### config.mk
export PLATFORM = sky130hd
export DESIGN_NAME = cfpa_div_cell
export DESIGN_NICKNAME = d
export VERILOG_FILES = /design/src/rtl/cfpa_pkg.sv /design/src/rtl/cfpa_div_cell.sv
export SDC_FILE = /design/constraint.sdc
export NUM_CORES = 1
export LEC_CHECK = 0
export ABC_AREA = 1
export BUFFER_PORTS_ARGS = -buffer_cell sky130_fd_sc_hd__buf_2
export CORE_AREA = 3 3 304 306
export CTS_BUF_LIST = sky130_fd_sc_hd__clkbuf_4
export DETAILED_ROUTE_END_ITERATION = 8
export DIE_AREA = 0 0 307 309
export SYNTH_ARGS = -nofsm -noshare
export SYNTH_HDL_FRONTEND = slang
export SYNTH_SLANG_ARGS = --single-unit
### constraint.sdc
create_clock -name clk -period 19.23 [get_ports clk]
set_input_delay 1.923 -clock clk [delete_from_list [all_inputs] [get_ports clk]]
set_output_delay 1.923 -clock clk [all_outputs]
set_load 0.05 [all_outputs]
### src/rtl/cfpa_pkg.sv
// ============================================================================
// cfpa_pkg: shared types, opcodes and helpers
// Opcodes, the pipeline item carried down the divider chain, and the
// saturation helpers used by the front end and the output stage.
// ============================================================================
package cfpa_pkg;

    localparam int DATA_W    = 32;
    localparam int PROD_W    = 64;
    localparam int DIV_STEPS = 32;   // quotient bits, one per cell

    localparam logic [2:0] OP_ADD = 3'd0;
    localparam logic [2:0] OP_SUB = 3'd1;
    localparam logic [2:0] OP_MUL = 3'd2;
    localparam logic [2:0] OP_DIV = 3'd3;
    localparam logic [2:0] OP_NEG = 3'd4;

    // one item in flight
    typedef struct packed {
        logic                is_div;   // divide with nonzero divisor
        logic                dz;
        logic                sat;      // flag for non-divide ops
        logic [DATA_W-1:0]   res_r;    // final value for non-divide ops
        logic [DATA_W-1:0]   res_i;
        logic                neg_r;
        logic                neg_i;
        logic                ovf_r;    // quotient >= 2^32
        logic                ovf_i;
        logic [PROD_W-1:0]   rem_r;
        logic [PROD_W-1:0]   rem_i;
        logic [DATA_W-1:0]   lo_r;     // dividend bits still to shift in
        logic [DATA_W-1:0]   lo_i;
        logic [DATA_W-1:0]   q_r;
        logic [DATA_W-1:0]   q_i;
        logic [PROD_W-1:0]   den;
    } item_t;

    // sign/magnitude to saturated 32-bit two's complement; returns {sat, value}
    function automatic logic [DATA_W:0] sat_mag(input logic neg, input logic [PROD_W-1:0] m);
        logic [PROD_W-1:0] nm;
        nm = -m;
        if (!neg)
        begin
            if (m > 64'h0000_0000_7FFF_FFFF)
                sat_mag = {1'b1, 32'h7FFF_FFFF};
            else
                sat_mag = {1'b0, m[DATA_W-1:0]};
        end
        else
        begin
            if (m > 64'h0000_0000_8000_0000)
                sat_mag = {1'b1, 32'h8000_0000};
            else
                sat_mag = {1'b0, nm[DATA_W-1:0]};
        end
    endfunction

    // 33-bit signed to saturated 32-bit; returns {sat, value}
    function automatic logic [DATA_W:0] clamp33(input logic [DATA_W:0] v);
        if (v[DATA_W] != v[DATA_W-1])
            clamp33 = v[DATA_W] ? {1'b1, 32'h8000_0000} : {1'b1, 32'h7FFF_FFFF};
        else
            clamp33 = {1'b0, v[DATA_W-1:0]};
    endfunction

    // magnitude of a 65-bit signed value (fits 64 bits unsigned)
    function automatic logic [PROD_W-1:0] mag65(input logic [PROD_W:0] s);
        logic [PROD_W:0] n;
        n = -s;
        mag65 = s[PROD_W] ? n[PROD_W-1:0] : s[PROD_W-1:0];
    endfunction

endpackage

### src/rtl/cfpa_div_cell.sv
// ============================================================================
// cfpa_div_cell: one restoring-division step
// Produces one quotient bit for both the real and imaginary part and hands
// the item to the next cell. Non-divide items pass through unchanged.
// ============================================================================
module cfpa_div_cell (
    input  logic              clk,
    input  logic              rst_n,
    input  logic              in_valid,
    output logic              in_ready,
    input  cfpa_pkg::item_t   in_item,
    output logic              out_valid,
    input  logic              out_ready,
    output cfpa_pkg::item_t   out_item
);
    import cfpa_pkg::*;

    item_t item_reg, item_next;
    logic  valid_reg;
    logic  [PROD_W:0] tr, ti;
    logic  ge_r, ge_i;
    logic  [PROD_W:0] dr, di;

    assign in_ready = !valid_reg || out_ready;

    always_comb
    begin
        tr   = {in_item.rem_r, in_item.lo_r[DATA_W-1]};
        ti   = {in_item.rem_i, in_item.lo_i[DATA_W-1]};
        ge_r = tr >= {1'b0, in_item.den};
        ge_i = ti >= {1'b0, in_item.den};
        dr   = tr - {1'b0, in_item.den};
        di   = ti - {1'b0, in_item.den};
        item_next = in_item;
        if (in_item.is_div)
        begin
            item_next.rem_r = ge_r ? dr[PROD_W-1:0] : tr[PROD_W-1:0];
            item_next.rem_i = ge_i ? di[PROD_W-1:0] : ti[PROD_W-1:0];
            item_next.q_r   = {in_item.q_r[DATA_W-2:0], ge_r};
            item_next.q_i   = {in_item.q_i[DATA_W-2:0], ge_i};
            item_next.lo_r  = {in_item.lo_r[DATA_W-2:0], 1'b0};
            item_next.lo_i  = {in_item.lo_i[DATA_W-2:0], 1'b0};
        end
    end

    always_ff @(posedge clk or negedge rst_n)
    begin
        if (!rst_n)
            valid_reg <= 1'b0;
        else if (in_ready)
            valid_reg <= in_valid;
    end

    always_ff @(posedge clk)
    begin
        if (in_ready && in_valid)
            item_reg <= item_next;
    end

    assign out_valid = valid_reg;
    assign out_item  = item_reg;

endmodule

==> summary.md, run 1 <==
| Metric | Value |
|---|---|
| Clk buf depth | `3` |
| H-tree level count | `3` |
| RSZ-0062 raised after global routing | `false` |
| Worst slew pin tran | `1170 ps` |
| Final setup vio count | `0` |
| Delay of the slowest critical-path stage | `between 500 and 600 ps` |
| Post-synthesis cell count | `3942` |
| Hold Slack | `around 620 ps` |
| Net Count, Synth | `4467` |
| Stages on worst setup path | `15` |
| Maximum VDD drop | `0.0509 mV` |
| Row cnt | `110` |
| CP cell instances | `buf_2 > inv_1 > ha_1 > nand2_1 > nor2_1 > inv_2 > nor3_2 > nand2_1 > nor3_2 > nand2_4 > nand2_4 > buf_4 > nand2_1 > nand3_1 > nand2_1` |
| Fill cells | `9770` |
| Most frequent CP cell | `nand2_1` |
| Total Die Area | `0.0949 mm2` |
| Min Tclk post-route | `about 4700 ps` |
| Max-cap viol count | `0` |
| Yosys reg bits | `392` |
| CTS tree | `done` |
| Critical Path Sink Type | `flop` |
| Post-CTS setup buffer count | `0` |
| Hold Vio Cnt, Final | `0` |
| GRT Total Usage | `28.0%` |
| FF+latch area | `between 0.01 and 0.015 mm2` |
| Initial antenna violation count | `25` |
| Number of I/O pins | `slightly below 800` |
| FF-to-FF path depth | `4` |
| Data required, critical path | `19940 ps` |
| Die height | `309 um` |
| DRC viols | `0` |
| Area delta synth->final | `23.4%` |
| Vias | `between 20000 and 30000` |
| HPWL after DPL | `between 100000 and 150000 um` |
| Post-synth EDFFs | `391` |
| Commonest non-fill, non-tap cell in the layout | `nand2_1` |
| Vias in the first global route | `28500` |
| Synth unique cells | `35` |
| Relative slew slack | `22.3%` |
| Syn avg cell area | `7.11 um2` |
| Via-to-Cell Ratio | `4.84` |
| Worst path slowest cell | `buf_4` |
| Max FO, Critical Path | `53` |
| Total Wirelength | `138000 um` |
| Yosys top cell by area | `edfxtp_1` |
| Post-route ant nets | `0` |
| Resized Gates After CTS | `0` |
| Clk Latency, worst-skew pair | `940 ps` |
| Ratio of final minimum period to clock period | `24.5%` |
| Setup_tns | `0 ps` |
| Yosys top cell area share | `41.9%` |
| Starting Density | `31.2%` |
| Clock Tree Root | `clkbuf_4` |
| Die Wd | `roughly 310 um` |
| Lkg Pwr | `18.2 nW` |
| Largest net degree at the start of global routing | `174` |
| Fin nets | `approximately 5300` |
| Synth top area cells | `edfxtp_1 (42%), nand2_1 (21%), inv_1 (9.2%)` |
| Startpoint Class | `primary input` |
| Tot Pwr | `2.72 mW` |
| First-pass GRT wire length | `roughly 190000 um` |
| Status | `complete, no violations` |
| Hold Crit Depth | `2` |
| RePlAce Congestion | `0.992` |
| Pwr Density | `78.7 mW/mm2` |
| Dominant synthesized flop cell | `edfxtp_1` |
| Synth warnings | `0` |
| Routed wire per std cell | `22.9 um` |
| DR iter-0 viols | `2675` |
| Grt ovf | `0` |
| Cell family contributing the most delay on the critical path | `simple AND/OR/NAND/NOR gates` |
| Min-delay worst type | `flop to flop` |
| CP bufs+invs | `4` |
| Register area share after synthesis | `42.0%` |
| Num CTS Buffers | `108` |
| First drt pass iteration count | `6` |
| CP Class | `primary input to flop` |
| Mapped Area | `between 0.02 and 0.03 mm2` |
| Fmax | `0.212 GHz` |
| Area of the multi-input gates | `0.0132 mm2` |
| CP arrival | `5430 ps` |
| Core Box Area | `about 0.090 mm2` |
| PnR worst setup slack | `14510 ps` |
| Cts hold-fix bufs | `0` |
| Dpl ws | `13590 ps` |
| Layout cell share with drive strength beyond 1 | `between 20% and 30%` |
| Fin Clk Skew | `47.1 ps` |
| Clock-pin slew on the worst setup and hold paths | `roughly 60 ps` |
| Synth async-reset ratio | `less than 1%` |
| Max Slew Vio Count | `0` |
| Sink Count | `392` |
| Port Buffers | `787` |
| Most frequent cells in the layout | `nand2_1 (1572), buf_2 (786), inv_1 (686)` |
## kinds of logic after synthesis
kind of cell             count (synthesis)  synth area share [%]
XOR/XNOR                                70                  2.19
adder cells (fa/ha/maj)                130                  5.85
AND/OR/NAND/NOR                       2200                  32.4
AO/OA/AOI/OAI                          356                  6.52
flip-flops                             392                  42.0
buffers and inverters                  794                  11.1
## sequential cells by signal (all words and copies together), names as in the netlist
register / flops
out_item: 391
out_valid: 1
## final timing paths
kind	start	endpoint	slack, ps
worst max-delay path	in_item[58]	out_item[285]	14510
worst min-delay path	out_valid	out_valid	620
worst max register to register	out_valid	out_item[206]	16160
worst min register to register	out_valid	out_valid	620
max in group asynchronous	rst_n	out_valid	18410
min in group asynchronous	rst_n	out_valid	740
## worst min-delay path, stage by stage, from the launching register on
cell	delay, ps
dfrtp_1	410
nand2_1	110
nand2_1	70
## power by group
group	total, mW	internal (mW)	switching (mW)
registers	1.04	1.02	0.0193
logic	0.894	0.229	0.665
clock network	0.791	0.400	0.391
total	2.72	1.65	1.08
## synth_stat cells, drive strengths merged, types with 2 or more instances
cell type / number
a21o: 2
a21oi: 134
and2: 2
buf: 33
clkbuf: 57
clkinv: 2
edfxtp: 391
fa: 2
ha: 128
inv: 702
nand2: 1579
nand3: 225
nand3b: 101
nand4: 16
nor2: 250
nor3: 25
nor4: 2
o21a: 2
o21ai: 206
o21bai: 12
xnor2: 64
xor2: 6
## per-stage QoR
stage                     utilization (%)  instances  area [um2]
after floorplan                         -       3942       28000
after CTS                            38.5       6021       34600
after global routing                 38.5       6026       34600
after detailed placement             36.9       5830       33200
after global placement               36.9       5830       33200
final                                38.5       6035       34600
## metal layers
| layer | track usage (%) | up-vias | wire, um |
|---|---|---|---|
| met5 | 0 | - | 113 |
| met4 | 15.0 | 16 | 7790 |
| met3 | 4.79 | 287 | 9300 |
| met2 | 50.0 | 1260 | 68400 |
| met1 | 32.1 | 13500 | 52700 |
| li1 | - | 14100 | - |
## cell type report
cell class	instances	share of cell area [%]
Multi-Input combinational cell	2756	38.1
Sequential cell	392	34.0
Timing Repair Buffer	802	11.8
Inverter	704	7.66
Tap cell	1176	4.25
Clock buffer	161	3.49
Clock inverter	30	0.561
Antenna cell	14	0.101
(Power assumes the default switching activity.)
==> inputs of run 2 (changes only) <==
- clock period: 19.23 -> 3.85 ns (I/O delays scaled with it)
==> run 2 against run 1 <==
Sequential share of layout area fell by 4.7 points. Largest cell class unchanged. Global-route usage up 1.5 points. Largest power group unchanged. Non-clock buffer count rose by 550. Critical path depth increased by 4. First-iteration DRC count grew 4.6%. Flip-flop and latch count stayed put. Hold slack got worse by 490 ps. Die area did not move. Clock skew up 5.2 ps. Final cell count grew 9.1%. Utilization is 6.2 points higher. Final area grew 16%.
==> summary.md, run 2 (synthesis gave the netlist of run 1 again) <==
| Metric | Value |
|---|---|
| Status | `complete, no violations (unchanged)` |
| Lkg Pwr | `20.6 nW (was 18.2 nW)` |
| Core Box Area | `0.0899 mm2 (unchanged)` |
| Hold Slack | `133 ps (was 623 ps)` |
| Max-cap viol count | `0 (unchanged)` |
| CTS tree | `done (unchanged)` |
| Largest net degree at the start of global routing | `153 (was 174)` |
| Max Slew Vio Count | `0 (unchanged)` |
| CP arrival | `4190 ps (was 5430 ps)` |
| Max FFs per register | `391 (unchanged)` |
| Most frequent CP cell | `nand2_1 (unchanged)` |
| H-tree level count | `3 (unchanged)` |
| Ratio of final minimum period to clock period | `90.7%` |
| Total Wirelength | `145000 um (was 138000 um)` |
| GRT Total Usage | `29.5% (was 28.0%)` |
| Fill cells | `9182 (was 9770)` |
| Starting Density | `31.2% (unchanged)` |
| Initial antenna violation count | `26 (was 25)` |
| Post-route ant nets | `0 (unchanged)` |
| Total Die Area | `0.0949 mm2 (unchanged)` |
| Post-CTS setup buffer count | `0 (unchanged)` |
| Row cnt | `110 (unchanged)` |
| Die height | `309 um (unchanged)` |
| Most frequent cells in the layout | `nand2_1 (1572), buf_2 (786), inv_1 (686) (unchanged)` |
| Relative slew slack | `37.0% (was 22.3%)` |
| Crit Reg-Reg Endpoint | `out_item[319] (was out_item[206])` |
| Hold Crit Depth | `2 (unchanged)` |
| Min-delay worst type | `primary input to flop (was flop to flop)` |
| Clock Tree Root | `clkbuf_4 (unchanged)` |
| Critical Path Sink Type | `flop (unchanged)` |
| Fin nets | `5841 (was 5289)` |
| RSZ-0062 raised after global routing | `false (unchanged)` |
| Area delta synth->final | `43.3% (was 23.4%)` |
| Fin area | `0.0402 mm2 (was 0.0346 mm2)` |
| FF-to-FF path depth | `3 (was 4)` |
| Hold Vio Cnt, Final | `0 (unchanged)` |
| Final setup vio count | `0 (unchanged)` |
| Fin Clk Skew | `52.3 ps (was 47.1 ps)` |
| Clk buf depth | `3 (unchanged)` |
| Data required, critical path | `4550 ps (was 19940 ps)` |
| Pwr Density | `355 mW/mm2 (was 78.7 mW/mm2)` |
| Layout cell share with drive strength beyond 1 | `19.4% (was 21.0%)` |
| Die Wd | `307 um (unchanged)` |
| Num CTS Buffers | `110 (was 108)` |
| Clock-pin slew on the worst setup and hold paths | `80 ps (was 60 ps)` |
| Min Tclk post-route | `around 3500 ps` |
| Delay of the slowest critical-path stage | `550 ps (was 540 ps)` |
| Vias | `31800 (was 29200)` |
| Port Buffers | `787 (unchanged)` |
| CP bufs+invs | `7 (was 4)` |
| Via-to-Cell Ratio | `4.83 (was 4.84)` |
| RePlAce Congestion | `1.02 (was 0.992)` |
| Hold Startpoint | `in_item[325] (was out_valid)` |
| Dpl ws | `496 ps (was 13590 ps)` |
| Worst hold endpoint | `out_item[325] (was out_valid)` |
| Vias in the first global route | `31800 (was 28500)` |
| First-pass GRT wire length | `206000 um (was 192000 um)` |
| Routed wire per std cell | `22.0 um (was 22.9 um)` |
| Maximum VDD drop | `0.246 mV (was 0.0509 mV)` |
| First drt pass iteration count | `6 (unchanged)` |
| Placed cell area | `0.0335 mm2 (was 0.0332 mm2)` |
| RR Startpoint | `out_valid (unchanged)` |
| Fmax | `0.286 GHz` |
| Worst reg2reg setup slack | `1710 ps (was 16160 ps)` |
| DRC viols | `0 (unchanged)` |
| Clk Latency, worst-skew pair | `950 ps (was 940 ps)` |
| Max FO, Critical Path | `53 (unchanged)` |
| HPWL after DPL | `115000 um (was 116000 um)` |
| Worst slew pin tran | `945 ps (was 1170 ps)` |
| CP Class | `primary input to flop (unchanged)` |
| Sink Count | `392 (unchanged)` |
| Number of I/O pins | `788 (unchanged)` |
| PnR worst setup slack | `356 ps (was 14510 ps)` |
| Grt ovf | `0 (unchanged)` |
| Setup_tns | `0 ps (unchanged)` |
| Stages on worst setup path | `19 (was 15)` |
| Worst path slowest cell | `dlygate4sd3_1 (was buf_4)` |
| CP cell instances | `dlygate4sd3_1 > buf_2 > inv_1 > ha_1 > nand2_1 > nor2_2 > inv_2 > o21ai_1 > inv_2 > nand2_2 > nand2_1 > nand2_2 > nand2_4 > nand2_4 > buf_12 > nand2_1 > nand3_1 > nand2_1 > dlygate4sd3_1 (was buf_2 > inv_1 > ha_1 > nand2_1 > nor2_1 > inv_2 > nor3_2 > nand2_1 > nor3_2 > nand2_4 > nand2_4 > buf_4 > nand2_1 > nand3_1 > nand2_1)` |
| Cell family contributing the most delay on the critical path | `buffers and inverters (was simple AND/OR/NAND/NOR gates)` |
| Tot Pwr | `14.2 mW (was 2.72 mW)` |
| DR iter-0 viols | `2799 (was 2675)` |
| Commonest non-fill, non-tap cell in the layout | `nand2_1 (unchanged)` |
| Startpoint Class | `primary input (unchanged)` |
## run 2: area by class of cell
type / instances / area, um2 / area share, %
multi-input cells: 2756 / 13200 / 32.8
flip-flops and latches: 392 / 11800 / 29.3
repair buffers: 1352 / 9650 / 24.0
inverters: 704 / 2650 / 6.60
well taps: 1176 / 1470 / 3.66
clock buffers: 157 / 1180 / 2.93
clock inverters: 37 / 246 / 0.613
diodes: 11 / 27.5 / 0.0685
## run 2: stage by stage
stage | utilization (%) | std cells
after global placement | 37.3 | 5858
after global routing | 44.7 | 6581
final | 44.7 | 6585
after detailed placement | 37.3 | 5858
after floorplan | - | 3942
after CTS | 44.7 | 6574
## run 2: worst max path at each step
stage	start	to	slack [ps]
floorplan	out_ready	out_item[0]	-3610
global placement	in_item[16]	out_item[285]	480
detailed placement	in_item[16]	out_item[285]	500
CTS	in_item[16]	out_item[291]	520
global route	in_item[20]	out_item[291]	200
finish	in_item[16]	out_item[286]	360
## run 2: what timing repair did
item	CTS	global route
hold buffers	522	0
gates resized for setup	0	0
endpoints found under the hold margin	402	0
## run 2: routing by layer
layer  up-vias  GRT usage [%]  wire [um]
met5         -              0        119
met4        20           15.8       8210
met3       270           4.99       9500
met2      1404           53.8      72400
met1     14800           32.9      54500
li1      15200              -          -
## run 2: report_power, final
group / switching [mW] / internal [mW] / total [mW]
clock: 2.00 / 2.03 / 4.03
combinational: 3.42 / 1.61 / 5.03
sequential: 0.100 / 5.08 / 5.18
